==> config.mk <==
export PLATFORM = sky130hd
export DESIGN_NAME = cstt_div_cell
export DESIGN_NICKNAME = d
export VERILOG_FILES = /design/src/rtl/core/cstt_pkg.sv /design/src/rtl/core/cstt_div_cell.sv
export SDC_FILE = /design/constraint.sdc
export NUM_CORES = 1
export LEC_CHECK = 0
export BUFFER_PORTS_ARGS = -buffer_cell sky130_fd_sc_hd__buf_2
export CELL_PAD_IN_SITES_DETAIL_PLACEMENT = 1
export CELL_PAD_IN_SITES_GLOBAL_PLACEMENT = 2
export CORE_AREA = 2 2 203 205
export CTS_CLUSTER_DIAMETER = 80
export DETAILED_ROUTE_END_ITERATION = 16
export DIE_AREA = 0 0 205 207
export PLACE_DENSITY_LB_ADDON = 0.1
export SKIP_LAST_GASP = 1
export SLEW_MARGIN = 20
export SYNTH_ARGS = -nofsm -noshare
export SYNTH_HDL_FRONTEND = slang
export SYNTH_SLANG_ARGS = --single-unit
==> constraint.sdc <==
create_clock -name i_clk -period 4.5 [get_ports i_clk]
set_input_delay 0.225 -clock i_clk [delete_from_list [all_inputs] [get_ports i_clk]]
set_output_delay 0.225 -clock i_clk [all_outputs]
set_load 0.02 [all_outputs]
==> src/rtl/core/cstt_pkg.sv <==
// ----------------------------------------------------------------------------
// cstt_pkg: shared types and constants
// Stage records passed along the divider and fraction cell chains.
// ----------------------------------------------------------------------------
package cstt_pkg;

    localparam int unsigned DATA_W     = 64;
    localparam int unsigned SCALE_BITS = 30;
    localparam int unsigned WHOLE_W    = 35;

    localparam logic [DATA_W-1:0] NS_PER_SEC = 64'd1000000000;
    // largest whole part whose product with NS_PER_SEC fits in 64 bits
    localparam logic [DATA_W-1:0] MAX_WHOLE  = 64'd18446744073;

    typedef struct packed {
        logic              vld;
        logic [DATA_W-1:0] nq;    // dividend bits out on top, quotient bits in below
        logic [DATA_W-1:0] den;
        logic [DATA_W-1:0] rem;
        logic [DATA_W-1:0] lat;
    } t_div_stage;

    typedef struct packed {
        logic                  vld;
        logic                  bad;
        logic [DATA_W-1:0]     den;
        logic [DATA_W-1:0]     rem;
        logic [DATA_W-1:0]     acc;   // residue modulo den
        logic [SCALE_BITS-1:0] fq;    // fraction quotient so far
        logic [WHOLE_W-1:0]    whole;
        logic [DATA_W-1:0]     ws;    // whole part times the scale bits seen so far
        logic [DATA_W-1:0]     lat;
    } t_frac_stage;

endpackage

==> src/rtl/core/cstt_div_cell.sv <==
// ----------------------------------------------------------------------------
// cstt_div_cell: one restoring division step
// Retires one quotient bit per cycle and hands the record to the next cell.
// ----------------------------------------------------------------------------
module cstt_div_cell (
    input  logic                i_clk,
    input  logic                i_rst_n,
    input  cstt_pkg::t_div_stage i_stage,
    output cstt_pkg::t_div_stage o_stage
);
    import cstt_pkg::*;

    t_div_stage      r_stage;
    t_div_stage      n_stage;
    logic [DATA_W:0] w_trial;
    logic [DATA_W:0] w_diff;

    always_comb begin
        n_stage = i_stage;
        w_trial = {i_stage.rem, i_stage.nq[DATA_W-1]};
        w_diff  = w_trial - {1'b0, i_stage.den};
        if (w_trial >= {1'b0, i_stage.den}) begin
            n_stage.rem = w_diff[DATA_W-1:0];
            n_stage.nq  = {i_stage.nq[DATA_W-2:0], 1'b1};
        end else begin
            n_stage.rem = w_trial[DATA_W-1:0];
            n_stage.nq  = {i_stage.nq[DATA_W-2:0], 1'b0};
        end
    end

    always_ff @(posedge i_clk) begin
        r_stage <= n_stage;
        if (!i_rst_n) begin
            r_stage.vld <= 1'b0;
        end
    end

    assign o_stage = r_stage;

endmodule

==> results.toml <==
[outcome]
status = "finished clean"

[floorplan]
row_count = 74
die_area_um2 = 42400
die_w_um = 205
core_area_um2 = 40400
die_y_um = 207
io_pins = 516
initial_core_util_pct = 25.1

[sta]
setup_viol = 0
finalSetupTns_ns = 0
slew_viol_final = 0
slew_headroom_pct = 55.3
hold_violations = 0
worst_pin_slew_ns = 0.671
timing.fmax_mhz = 261
fin_crit_ns = 3.83
fin_crit_sh_pct = 85.0
rsz0062_at_grt = "no"

[pwr]
ir_drop_mv = 0.298
power_uw = 7110
leakagePower_uw = 0.00824
p_per_area_nw_per_um2 = 418

[synth]
synth-edff-count = 0
synth_nets = 1385
ys_ff_latch = 257
yosys_warnings = 0
synth_most_common_cell = "dfxtp_1"
netlist.area_leader.share_pct = 50.8
yosysSeqAreaShare_pct = 50.8
synth_ff_type = "dfxtp_1"
syn-cell-area_um2 = 10100
syn_area_per_cell_um2 = 9.55
postSynth.asyncResetShare_pct = 0
netlist_top_cells_count = "dfxtp_1, a21oi_1, nor2_1"
netlist_instances = 1061
yosys-top-cells-area = "dfxtp_1, ha_1, a21oi_1, nor2_1, nand2_1"
yosys.area.top_type = "dfxtp_1"
netlist-cell-type-count = 76

[global_route]
gr-total-overflow = 0
grt_pass1_vias = 11600
grt_pass1_wl_mm = 71.0
grt_antenna_before_repair = 6
grt_use_total_pct = 22.0
grt_max_degree = 51

[clocking]
clkTransAtPathRegs_ns = 0.06
clockBufferDepth = 3
clock-sinks = 257
clock-root-buffer = "clkbuf_16"
cts_buffers = 34
postCtsSetupBuffers = 0
postCtsResizedCells = 0
cts_tree = "yes"
ctsHoldBuffers = 256
htreeDepth = 2

[final_layout]
final_layout_size_suffix_gt1_share_pct = 32.7
nets = 2159
area_growth_pct = 67.8
multi_input_area_um2 = 4480
finalNonFillerCells = 2394
largest_reg_flops = 257
fill_cells = 4737
regArea_um2 = 5140

[route]
wire_per_inst_um = 19.9
routed_wl_mm = 47.7
drc = 0
vias_per_cell = 4.44
drt_pass1_iterations = 4
vias = 10600
route.antenna.remaining_nets = 0
first_iter_violations = 366

[critical_path]
critPathCaptureType = "flip-flop"
crit_path_start_kind = "input port"
path_max_fanout = 50
critPathRequiredTime_ns = 4.92
critical_path_arrival_ns = 4.24
criticalPathCategory = "input port to flip-flop"

[hold_path]
holdPathEnd = "o_stage[125]"
min_from = "i_stage[124]"
min_path_cells = 3
hp-class = "input port to flip-flop"

[placed_design]
post-dp-hpwl_mm = 36.1
place.gp.congestion = 0.894
port_buffers = 515
dp_cells = 2075

[job]
drv_cap = 0
## critical path, cell delays in order
cell	delay, ns
dlygate4sd3_1	0.59
buf_2	0.14
inv_1	0.04
ha_1	0.37
and3_1	0.35
o2111a_1	0.24
o31ai_2	0.13
o21ba_2	0.28
nor4_1	0.44
o211ai_1	0.21
a21oi_2	0.21
nor2_4	0.07
buf_4	0.34
a2111oi_0	0.48
nor4_1	0.12
## power by group
group / switching, µW / internal, µW / total [µW]
logic: 994 / 661 / 1650
clock network: 1120 / 1780 / 2900
registers: 57.8 / 2490 / 2550
## cells in the final DEF (no fill, tap or decap), types with 5 or more instances in the layout
master and n:
o21a_1 8, xor2_1 27, a21o_1 32, and2_1 9
a31oi_1 5, clkbuf_8 8, nand2b_1 9, and3_1 11
dfxtp_1 257, nor3_1 8, o21bai_1 8, nor2_1 93
o211ai_1 9, dlygate4sd3_1 256, nand2_1 91, ha_1 64
o31ai_1 10, o21ai_0 42, clkbuf_16 34, o21ai_1 9
a211oi_1 8, xnor2_1 22, buf_2 515, nor2b_1 6
a21oi_1 106, nand4_1 14, nand3_1 19, inv_1 81
nor4_1 6
## layout make-up
cell class,instances,area share (%)
diodes,2,0.0294
clock buffers,43,5.67
clock inverters,18,1.56
inverters,82,1.82
multi-input cells,687,26.4
flip-flops and latches,257,30.3
well taps,532,3.91
repair buffers,773,30.4
## routing by layer
metal | track usage, % | vias up | part of all wire [%]
met3 | 5.37 | 92 | 6.6
met4 | 8.88 | 6 | 4.0
met1 | 25.2 | 4958 | 40
met2 | 38.8 | 342 | 49
met5 | 0 | - | 0.080
li1 | - | 5226 | -
## worst max path at each step
stage,slack (ns),cells past startpoint,endpoint,start
final,0.67,15,o_stage[120],i_stage[136]
after global routing,0.49,16,o_stage[87],i_stage[136]
after CTS,0.69,15,o_stage[120],i_stage[136]
after detailed placement,0.74,14,o_stage[120],i_stage[137]
after global placement,0.73,14,o_stage[120],i_stage[137]
after floorplan,1.79,13,o_stage[126],i_stage[255]
## cells by family after synthesis
logic type	count (synthesis)	share of synthesized area, %
muxes	2	0.210
and+or+nand+nor	291	13.7
adders and majority gates	65	8.10
buffers and inverters	117	5.00
AOI/OAI and AO/OA	280	18.0
xor gates and xnor gates	49	4.23
DFF	257	50.8
## through the flow
stage / area [µm²] / utilization [%] / hold slack, ns / setup WS [ns]
after floorplan: 10100 / - / 0.253 / 1.79
after global placement: 13200 / 32.7 / 0.327 / 0.734
after detailed placement: 13200 / 32.7 / 0.329 / 0.743
after CTS: 17000 / 42.1 / 0.0132 / 0.688
after global routing: 17000 / 42.1 / 0.0400 / 0.488
final: 17000 / 42.1 / 0.0441 / 0.674
Power figures use the tool's default switching activity.
