[src/rtl/core/cstt_pkg.sv]
// ----------------------------------------------------------------------------
// cstt_pkg: shared types and constants
// Stage records passed along the divider and fraction cell chains.
// ----------------------------------------------------------------------------
package cstt_pkg;

    localparam int unsigned DATA_W     = 64;
    localparam int unsigned SCALE_BITS = 30;
    localparam int unsigned WHOLE_W    = 35;

    localparam logic [DATA_W-1:0] NS_PER_SEC = 64'd1000000000;
    // largest whole part whose product with NS_PER_SEC fits in 64 bits
    localparam logic [DATA_W-1:0] MAX_WHOLE  = 64'd18446744073;

    typedef struct packed {
        logic              vld;
        logic [DATA_W-1:0] nq;    // dividend bits out on top, quotient bits in below
        logic [DATA_W-1:0] den;
        logic [DATA_W-1:0] rem;
        logic [DATA_W-1:0] lat;
    } t_div_stage;

    typedef struct packed {
        logic                  vld;
        logic                  bad;
        logic [DATA_W-1:0]     den;
        logic [DATA_W-1:0]     rem;
        logic [DATA_W-1:0]     acc;   // residue modulo den
        logic [SCALE_BITS-1:0] fq;    // fraction quotient so far
        logic [WHOLE_W-1:0]    whole;
        logic [DATA_W-1:0]     ws;    // whole part times the scale bits seen so far
        logic [DATA_W-1:0]     lat;
    } t_frac_stage;

endpackage

[src/rtl/core/cstt_frac_cell.sv]
// ----------------------------------------------------------------------------
// cstt_frac_cell: one step of the modular scale walk
// Doubles the residue, adds the remainder when this scale bit is set, and
// advances the whole-part product by the same bit.
// ----------------------------------------------------------------------------
module cstt_frac_cell #(
    parameter bit ADD_BIT = 1'b0
) (
    input  logic                  i_clk,
    input  logic                  i_rst_n,
    input  cstt_pkg::t_frac_stage i_stage,
    output cstt_pkg::t_frac_stage o_stage
);
    import cstt_pkg::*;

    t_frac_stage           r_stage;
    t_frac_stage           n_stage;
    logic [DATA_W-1:0]     w_gap;
    logic [DATA_W-1:0]     w_room;
    logic [DATA_W-1:0]     w_acc1;
    logic                  w_c1;
    logic                  w_c2;

    always_comb begin
        n_stage = i_stage;
        w_gap   = i_stage.den - i_stage.acc;
        w_room  = i_stage.den - i_stage.rem;
        // double the residue modulo den
        if (i_stage.acc >= w_gap) begin
            w_acc1 = i_stage.acc - w_gap;
            w_c1   = 1'b1;
        end else begin
            w_acc1 = {i_stage.acc[DATA_W-2:0], 1'b0};
            w_c1   = 1'b0;
        end
        // add the remainder modulo den
        w_c2        = 1'b0;
        n_stage.acc = w_acc1;
        if (ADD_BIT) begin
            if (w_acc1 >= w_room) begin
                n_stage.acc = w_acc1 - w_room;
                w_c2        = 1'b1;
            end else begin
                n_stage.acc = w_acc1 + i_stage.rem;
            end
        end
        n_stage.fq = {i_stage.fq[SCALE_BITS-2:0], 1'b0}
                   + {{(SCALE_BITS-1){1'b0}}, w_c1}
                   + {{(SCALE_BITS-1){1'b0}}, w_c2};
        n_stage.ws = {i_stage.ws[DATA_W-2:0], 1'b0}
                   + (ADD_BIT ? {{(DATA_W-WHOLE_W){1'b0}}, i_stage.whole}
                              : {DATA_W{1'b0}});
    end

    always_ff @(posedge i_clk) begin
        r_stage <= n_stage;
        if (!i_rst_n) begin
            r_stage.vld <= 1'b0;
        end
    end

    assign o_stage = r_stage;

endmodule

[config.mk]
export PLATFORM = sky130hd
export DESIGN_NAME = cstt_frac_cell
export DESIGN_NICKNAME = d
export VERILOG_FILES = /design/src/rtl/core/cstt_pkg.sv /design/src/rtl/core/cstt_frac_cell.sv
export SDC_FILE = /design/constraint.sdc
export NUM_CORES = 1
export LEC_CHECK = 0
export ABC_AREA = 1
export CORE_AREA = 4 4 301 303
export CTS_CLUSTER_SIZE = 8
export DETAILED_ROUTE_END_ITERATION = 8
export DIE_AREA = 0 0 305 307
export DONT_BUFFER_PORTS = 1
export PLACE_DENSITY = 0.34
export SYNTH_ARGS = -nofsm -noshare
export SYNTH_HDL_FRONTEND = slang
export SYNTH_SLANG_ARGS = --single-unit
[constraint.sdc]
create_clock -name i_clk -period 3.7 [get_ports i_clk]
set_input_delay 0.37 -clock i_clk [delete_from_list [all_inputs] [get_ports i_clk]]
set_output_delay 0.37 -clock i_clk [all_outputs]
set_load 0.005 [all_outputs]
==> results.md, run 1 <==
* Post-Place Cells at 4582
* Vias/cell at 4.37
* Crit path DAT at 4.14 ns
* Yosys reg bits at 386
* Die X at 305 um
* Synth top area cells: dfxtp_1 39%, nand2_1 19%, inv_1 10%
* Top cells by count, synth: 989 x nand2_1, 546 x inv_1, 386 x dfxtp_1
* Avg Cell Area, Syn at 6.76 um^2
* Max_cap viols at 0
* Initial DRC Count at 1274
* First-pass GRT wire length at 171000 um
* Distinct cell type count after synthesis at 40
* Final #Nets at 4373
* Critical path launch point: i_stage[234]
* Antenna violations before repair at 13
* Final number of hold-violating endpoints at 0
* CP required at 4.22 ns
* Synth Instances at 2919
* Pwr Density at 511 nW/um^2
* CP max-delay cell: ha_1
* Htree depth at 2
* Drt drc at 0
* DR vias at 22000
* CTS buffer count at 56
* Die Height at 307 um
* Starting Density at 0.224
* DR pass1 iterations at 6
* Fin crit share at 0.979
* Clk root buf: clkbuf_16
* Fmax at 276 MHz
* Largest net degree at the start of global routing at 62
* Die area at 93600 um^2
* Fraction of layout instances using a drive strength above 1 at 0.195
* DP HPWL at 108000 um
* Status: finished, final reports clean
* Final wirelength at 126000 um
* Min Tclk post-route at 3.62 ns
* Crit path largest cell delay at 0.39 ns
* Mapped Nets at 3437
* Max Root-Sink Buffers at 3
* Post-synthesis sequential area ratio at 0.392
* Fin. max-slew vios at 0
* Worst Tran Pin Value at 0.665 ns
* Max FFs per register at 386
* Most used cell, CP: nand2_1
* Core area at 88000 um^2
* Synth Flop Type: dfxtp_1
* Worst setup SP type: input port
* Top cell type's share of synthesized area at 0.392
* Synth area leader: dfxtp_1
* WP depth at 22
* Clock transition at the registers of the reported paths at 0.05 ns
* Peak supply drop at 464 uV
* Rel. slew slack at 0.556
* Post-synth EDFFs at 0
* Top-count cell post-synth: nand2_1
* Setup violators final at 0
* Crit path to: o_stage[256]
* Hold WS at 0.0383 ns
* GRT Overall Usage at 0.256
* Area Overhead vs Synth at 57.0%
* Buffers on Ports at 0
* Sequence of cells on the critical path: inv_1 -> ha_1 -> a21oi_1 -> o21ai_0 -> buf_4 -> a21oi_1 -> nand2_1 -> a21oi_1 -> buf_4 -> nand2_1 -> nand2_1 -> nand2_1 -> ha_1 -> buf_4 -> a21oi_1 -> o21ai_0 -> nor2_1 -> nand2_1 -> a21oi_2 -> nand3_1 -> nand3_1 -> nand2_1
* Vias in the first global route at 22700
* Hold Path Class: in2reg
* Setup CP Type: in2reg
* Mapped Area at 19700 um^2
* CTS sink cnt at 386
* # rows at 109
* DR WL/cell at 25.0 um
* Crit. End Element: flop
* Leakage at 15.7 nW
* Async S/R FF share, synth at 0
* Routability Congestion at 0.901
* CTS tree: done
* Buf+Inv Stages, Crit Path at 4
* Crit-path max FO at 5
* Non-filler instance count after layout at 5032
* Delay-heaviest family, CP: compound AO/OA/AOI/OAI gates
* # IOs at 776
* Post-DRT Antenna Nets at 0
* Warnings, synthesis at 0
* Total grt overflow at 0
## area by class of cell
| cell class | instances | area [um^2] |
|---|---|---|
| flip-flops and latches | 386 | 7730 |
| fillers | 9439 | 57000 |
| well taps | 1165 | 1460 |
| clock inverters | 8 | 119 |
| diodes | 2 | 5.00 |
| multi-input cells | 1954 | 10300 |
| inverters | 561 | 2110 |
| clock buffers | 60 | 1440 |
| repair buffers | 896 | 7810 |
## report_power, final
group,internal (W),leakage [nW],switching [W],total (W)
logic,0.00257,11.7,0.00345,0.00602
clock network,0.00278,0.764,0.00189,0.00468
registers,0.00463,3.26,0.000516,0.00515
## how the worst min path moves through the flow
stage | startpoint | end | slack (ns) | cells after the start
floorplan | i_stage[0] | o_stage[0] | 0.40 | 0
global placement | i_stage[281] | o_stage[281] | 0.40 | 0
detailed placement | i_stage[39] | o_stage[39] | 0.40 | 0
CTS | i_stage[237] | o_stage[238] | 0.003 | 2
global route | i_stage[237] | o_stage[238] | 0.003 | 2
finish | i_stage[251] | o_stage[252] | 0.04 | 2
## what timing repair did
action / 4_1_cts / 5_1_grt
pin swaps: 0 / 9
hold endpoints to repair: 372 / 0
resized for setup: 8 / 133
setup endpoints to repair: 50 / 64
cloned: 0 / 2
setup buffers: 0 / 5
hold buffers: 373 / 0
## layout by cell type, fill, tap and decap left out, types with 3 or more instances in the layout
master         synthesis  routed
nand3b_1              20      20
clkbuf_16              0      58
buf_12                 1       7
clkinv_2               0       4
and3_1                 3       3
xnor2_1               33      29
nand3_1              126     118
nand3_2                9      17
xor2_1                34      34
ha_2                   0       6
nor4_1                 8       8
o21ai_0               79      65
inv_1                546     545
a21oi_2                1      21
inv_2                 14      14
o21ai_1               22      33
o21bai_1               8       7
nand2_1              989     969
o21ai_2                0       3
nor2_4                 3      10
a21oi_1              131     110
ha_4                   0      14
nor2_2                 8      32
nand4_1               50      50
o21a_1                 6       6
dfxtp_1              386     386
dlygate4sd3_1          0     373
nand2_2                8      28
nor3_1                23      18
ha_1                 127     107
xnor2_2                0       4
nor2_1               255     224
buf_4                  1     511
nor3_2                 0       5
## stage by stage
stage | util | TNS (ns) | total power, W | instance area [um^2] | setup WS (ns)
5_1_grt | 0.352 | -0.0160 | 0.0167 | 31000 | -0.00763
4_1_cts | 0.345 | -0.0214 | 0.0157 | 30300 | -0.0214
6_report | 0.352 | 0 | 0.0158 | 31000 | 0.0777
3_5_place_dp | 0.284 | -45.80 | 0.0106 | 25000 | -0.818
3_3_place_gp | 0.284 | -44.07 | 0.0107 | 25000 | -0.880
2_1_floorplan | - | 0 | 0.00757 | 19700 | 0.0833
## per-layer routing
layer | up-vias | share of wire | track usage
met5 | - | 0.00021 | 0
met2 | 705 | 0.51 | 0.480
li1 | 10800 | - | -
met3 | 127 | 0.047 | 0.0399
met1 | 10300 | 0.42 | 0.308
met4 | 4 | 0.024 | 0.0576
## logic make-up after synthesis
logic type | synth area share
AND/OR/NAND/NOR | 0.316
AO/OA/AOI/OAI | 0.0658
flip-flops | 0.392
buffers and inverters | 0.114
adder cells (fa/ha/maj) | 0.0826
other | 0.000190
XOR/XNOR | 0.0297
Note: power is estimated with default switching activity, not from simulation.
==> inputs of run 2 (changes only) <==
CTS_BUF_LIST = sky130_fd_sc_hd__clkbuf_8   (was unset)
==> run 2 against run 1 <==
  * Design area is 0.88% lower
  * Hold slack better by 0.055 ns
  * Sequential power hardly changed
  * Die area stayed put
  * Clock power is 9.0% lower
  * Global-route usage is 0.13 points higher
  * Sequential share of layout area is 0.22 points higher
  * Largest power group unchanged
==> results.md, run 2 (synthesis results as in run 1) <==
* Status: finished, final reports clean
* Register cell area after layout at 7730 um^2
* Setup violators final at 0
* Net Sw Frac at 0.385
* Hold Path Class: in2reg
* Most common cell after layout, fill and taps aside: nand2_1
* Fmax at 276 MHz
* Die Height at 307 um
* Crit path to: o_stage[256]
* Pwr Density at 500 nW/um^2
* Crit path DAT at 4.20 ns
* # IOs at 776
* Post-DRT Antenna Nets at 0
* Crit path largest cell delay at 0.38 ns
* Fraction of layout instances using a drive strength above 1 at 0.190
* Buffers on Ports at 0
* Leakage at 15.7 nW
* Total grt overflow at 0
* Setup CP Type: in2reg
* Sequence of cells on the critical path: inv_1 -> ha_1 -> a21oi_1 -> o21ai_0 -> buf_4 -> a21oi_1 -> nand2_1 -> a21oi_1 -> buf_4 -> nand2_1 -> nand2_1 -> nand2_1 -> ha_1 -> buf_4 -> a21oi_1 -> o21ai_0 -> nor2_1 -> nand2_1 -> a21oi_1 -> nand3_1 -> nand3_1 -> nand2_1
* Worst slack, placed at -0.818 ns
* Clock transition at the registers of the reported paths at 0.07 ns
* Largest net degree at the start of global routing at 62
* Routability Congestion at 0.901
* WP depth at 22
* Placed Instance Area at 25000 um^2
* DP HPWL at 108000 um
* Max FFs per register at 386
* Final wirelength at 126000 um
* Worst Tran Pin Value at 0.627 ns
* Max_cap viols at 0
* CP required at 4.28 ns
* Multi-input gate area at 10100 um^2
* Most used cell, CP: nand2_1
* Clk root buf: clkbuf_8
* CTS tree: done
* Crit-path max FO at 5
* Buf+Inv Stages, Crit Path at 4
* Clock share of power at 0.277
* Post-layout instance area at 30700 um^2
* CTS buffer count at 69
* Final design utilization at 0.349
* Initial DRC Count at 1312
* Rel. slew slack at 0.582
* Crit. End Element: flop
* CP max-delay cell: ha_1
* Net switching power at 0.00592 W
* Max Root-Sink Buffers at 3
* DR WL/cell at 24.7 um
* Antenna violations before repair at 15
* # rows at 109
* Starting Density at 0.224
* Final #Nets at 4397
* DR pass1 iterations at 5
* Drt drc at 0
* Delay-heaviest family, CP: compound AO/OA/AOI/OAI gates
* CTS sink cnt at 386
* Die X at 305 um
* Flop pwr share at 0.334
* Fill cells at 9521
* Final number of hold-violating endpoints at 0
* DR vias at 22000
* Most frequent cells in the layout: 977 x nand2_1, 556 x inv_1, 513 x buf_4, 386 x dfxtp_1, 382 x dlygate4sd3_1
* Area Overhead vs Synth at 55.6%
* GRT Overall Usage at 0.258
* Core area at 88000 um^2
* Htree depth at 3
* Fin crit share at 0.980
* Worst setup margin at 0.0738 ns
* Vias/cell at 4.33
* Vias in the first global route at 22800
* Min Tclk post-route at 3.63 ns
* Power share of the combinational group at 0.388
* Peak supply drop at 340 uV
* Die area at 93600 um^2
* Fin. max-slew vios at 0
* Int Pwr at 0.00945 W
* Worst setup SP type: input port
* Critical path launch point: i_stage[234]
* First-pass GRT wire length at 171000 um
==> run 2: cell count changes in the layout (fill, tap and decap cells not counted), moves of 9 or more <==
cell | before | now
ha_1 | 107 | 118
inv_1 | 545 | 556
clkbuf_16 | 58 | 2
a21oi_2 | 21 | 12
nor2_1 | 224 | 236
clkinv_2 | 4 | 13
a21oi_1 | 110 | 119
clkbuf_8 | 2 | 76
dlygate4sd3_1 | 373 | 382
==> run 2: worst min-delay path, cell delays in order <==
cell,delay [ns]
clkinvlp_4,0.15
buf_4,0.13
o21ai_1,0.06
==> run 2: worst min path at each step <==
stage	slack, ns	to	depth (start not counted)	start
after floorplan	0.40	o_stage[0]	0	i_stage[0]
after global placement	0.40	o_stage[281]	0	i_stage[281]
after detailed placement	0.40	o_stage[39]	0	i_stage[39]
after CTS	0.03	o_stage[197]	4	i_stage[197]
after global routing	0.05	o_stage[218]	3	i_stage[217]
final	0.09	o_stage[218]	3	i_stage[217]
==> run 2: layout make-up <==
class | count | area share
Clock buffer | 76 | 0.0341
Inverter | 561 | 0.0687
Multi-Input combinational cell | 1954 | 0.328
Sequential cell | 386 | 0.252
Timing Repair Buffer | 907 | 0.257
Tap cell | 1165 | 0.0475
Antenna cell | 1 | 0.0000815
Clock inverter | 38 | 0.0122
==> run 2: power groups by stage <==
stage	clock network [W]	registers [W]	logic (W)
2_1_floorplan	0	0.00488	0.00269
3_3_place_gp	0	0.00528	0.00539
3_5_place_dp	0	0.00525	0.00538
4_1_cts	0.00440	0.00517	0.00577
5_1_grt	0.00457	0.00515	0.00653
6_report	0.00426	0.00514	0.00597
==> run 2: what timing repair did <==
| item | CTS | global route |
|---|---|---|
| resized for setup | 2 | 86 |
| pin swaps | 0 | 4 |
| endpoints found under the hold margin | 381 | 0 |
| gates cloned | 0 | 2 |
| buffers inserted | 0 | 7 |
| hold buffers | 382 | 0 |
| endpoints found under the setup margin | 3 | 64 |
==> run 2: metal layers <==
layer,global-route usage,up-vias,wire length [um]
li1,-,10900,-
met1,0.306,10300,52000
met2,0.479,720,63900
met3,0.0416,142,6300
met4,0.0709,0,3520
met5,0,-,0
==> run 2: through the flow <==
stage / setup TNS (ns) / power (W) / hold WS [ns] / instances
after global routing: -0.0411 / 0.0163 / 0.0482 / 5088
after floorplan: 0 / 0.00757 / 0.398 / 2919
after detailed placement: -45.80 / 0.0106 / 0.398 / 4582
after CTS: 0 / 0.0153 / 0.0277 / 5078
after global placement: -44.07 / 0.0107 / 0.398 / 4582
final: 0 / 0.0154 / 0.0934 / 5088
==> inputs of run 3 (changes only) <==
CELL_PAD_IN_SITES_DETAIL_PLACEMENT = 2   (was unset)
CELL_PAD_IN_SITES_GLOBAL_PLACEMENT = 2   (was unset)
CORE_AREA = 4 4 298 300   (was 4 4 301 303)
DIE_AREA = 0 0 302 304   (was 0 0 305 307)
PLACE_DENSITY = 0.58   (was 0.34)
==> run 3 against run 2 <==
  * Critical path depth increased by 3
  * First-iteration DRC count decreased by 15%
  * Hold slack got worse by 0.072 ns
  * Routed wire length up 21%
  * Critical path type unchanged
  * Sequential share of layout area is 0.91 points lower
  * Combinational power up 12%
  * Setup slack better by 0.010 ns
  * Die area down 2.0%
  * Design area rose by 3.8%
  * Clock power fell by 4%
  * Count of clock-buffer cells in the layout decreased by 1
  * Power increased by 3.5%
==> results.md, run 3 (synthesis results as in run 1) <==
* Largest net degree at the start of global routing at 24
* Final wirelength at 152000 um
* Register cell area after layout at 7730 um^2
* Die X at 302 um
* Final #Nets at 4489
* Routability Congestion at 1.01
* Final number of hold-violating endpoints at 0
* Rel. slew slack at 0.597
* Pwr Density at 499 nW/um^2
* Fmax at 277 MHz
* Crit. End Element: flop
* CP max-delay cell: fa_2
* GRT Overall Usage at 0.316
* Clk root buf: clkbuf_8
* DR WL/cell at 29.3 um
* CTS buffer count at 68
* DR vias at 24000
* CTS sink cnt at 386
* Max FFs per register at 386
* Multi-input gate area at 10600 um^2
* Status: finished, final reports clean
* Placed Instance Area at 25600 um^2
* Core area at 86200 um^2
* DR pass1 iterations at 5
* Crit path largest cell delay at 0.39 ns
* Peak supply drop at 333 uV
* Fin. max-slew vios at 0
* First-pass GRT wire length at 204000 um
* Fill cells at 10100
* Total grt overflow at 0
* Setup violators final at 0
* Worst setup SP type: input port
* Worst Tran Pin Value at 0.601 ns
* DP HPWL at 125000 um
* CTS tree: done
* Post-DRT Antenna Nets at 0
* Starting Density at 0.229
* Die Height at 304 um
* Htree depth at 3
* Worst slack, placed at -1.18 ns
* Hold Path Class: in2reg
* Crit-path max FO at 4
* Setup CP Type: in2reg
* Most used cell, CP: nand2_1
* Antenna violations before repair at 35
* Delay-heaviest family, CP: simple AND/OR/NAND/NOR gates
* # IOs at 776
* Min Tclk post-route at 3.62 ns
* Fin crit share at 0.977
* Initial DRC Count at 1119
* Most common cell after layout, fill and taps aside: nand2_1
* Vias in the first global route at 26600
* Worst setup margin at 0.0841 ns
* Crit path DAT at 4.25 ns
* Vias/cell at 4.63
* Die area at 91800 um^2
* Most frequent cells in the layout: 944 x nand2_1, 609 x buf_4, 553 x inv_1, 386 x dfxtp_1, 380 x dlygate4sd3_1
* Buf+Inv Stages, Crit Path at 6
* Max_cap viols at 0
* # rows at 108
* CP required at 4.34 ns
* Clock transition at the registers of the reported paths at 0.07 ns
* Leakage at 16.2 nW
* Buffers on Ports at 0
* Fraction of layout instances using a drive strength above 1 at 0.238
* Final design utilization at 0.370
* Post-layout instance area at 31900 um^2
* Max Root-Sink Buffers at 3
* Drt drc at 0
* Area Overhead vs Synth at 61.5%
-- run 3: cell count changes in the layout (fill, tap and decap cells not counted), moves of 18 or more --
cell | before | now
a21oi_2 | 12 | 34
ha_1 | 118 | 98
nand2_1 | 977 | 944
buf_4 | 513 | 609
a21oi_1 | 119 | 97
diode_2 | 1 | 19
nand2_2 | 20 | 53
nor2_1 | 236 | 212
-- run 3: repair_timing --
item / CTS / global route
gates resized for setup: 34 / 200
endpoints found under the hold margin: 379 / 0
endpoints found under the setup margin: 62 / 65
pin swaps: 3 / 18
setup buffers: 4 / 6
hold buffers: 380 / 0
cloned: 1 / 3
-- run 3: per-stage QoR --
stage               hold WS, ns  power (W)  setup TNS [ns]  cells
floorplan                 0.398    0.00757               0   2919
global placement          0.398     0.0108          -58.99   4662
detailed placement        0.398     0.0110          -60.22   4662
CTS                     0.00607     0.0155               0   5155
global route             0.0140     0.0167          -0.399   5177
finish                   0.0219     0.0159               0   5183
-- run 3: where the power goes --
part | leakage, nW | switching [W] | total (W) | internal (W)
registers | 3.26 | 0.000506 | 0.00513 | 0.00462
logic | 12.2 | 0.00388 | 0.00669 | 0.00281
clock network | 0.685 | 0.00207 | 0.00408 | 0.00202
-- run 3: area by class of cell --
type                    count  share of cell area
clock buffers              75              0.0324
repair buffers           1000               0.270
flip-flops and latches    386               0.243
diodes                     19             0.00149
well taps                1155              0.0454
multi-input cells        1954               0.334
clock inverters            33             0.00793
inverters                 561              0.0664
-- run 3: layer usage --
metal  GRT usage  vias to the layer above  share of wire
met5           0                        -        0.00023
met2       0.573                      736           0.50
met4       0.136                        6          0.049
met3      0.0541                      260          0.051
met1       0.363                    11900           0.40
li1            -                    11100              -
-- run 3: worst paths after layout --
kind / startpoint / endpoint / slack (ns) / cells past startpoint
hold / removal: i_stage[215] / o_stage[216] / 0.02 / 2
setup / recovery: i_stage[321] / o_stage[221] / 0.08 / 25
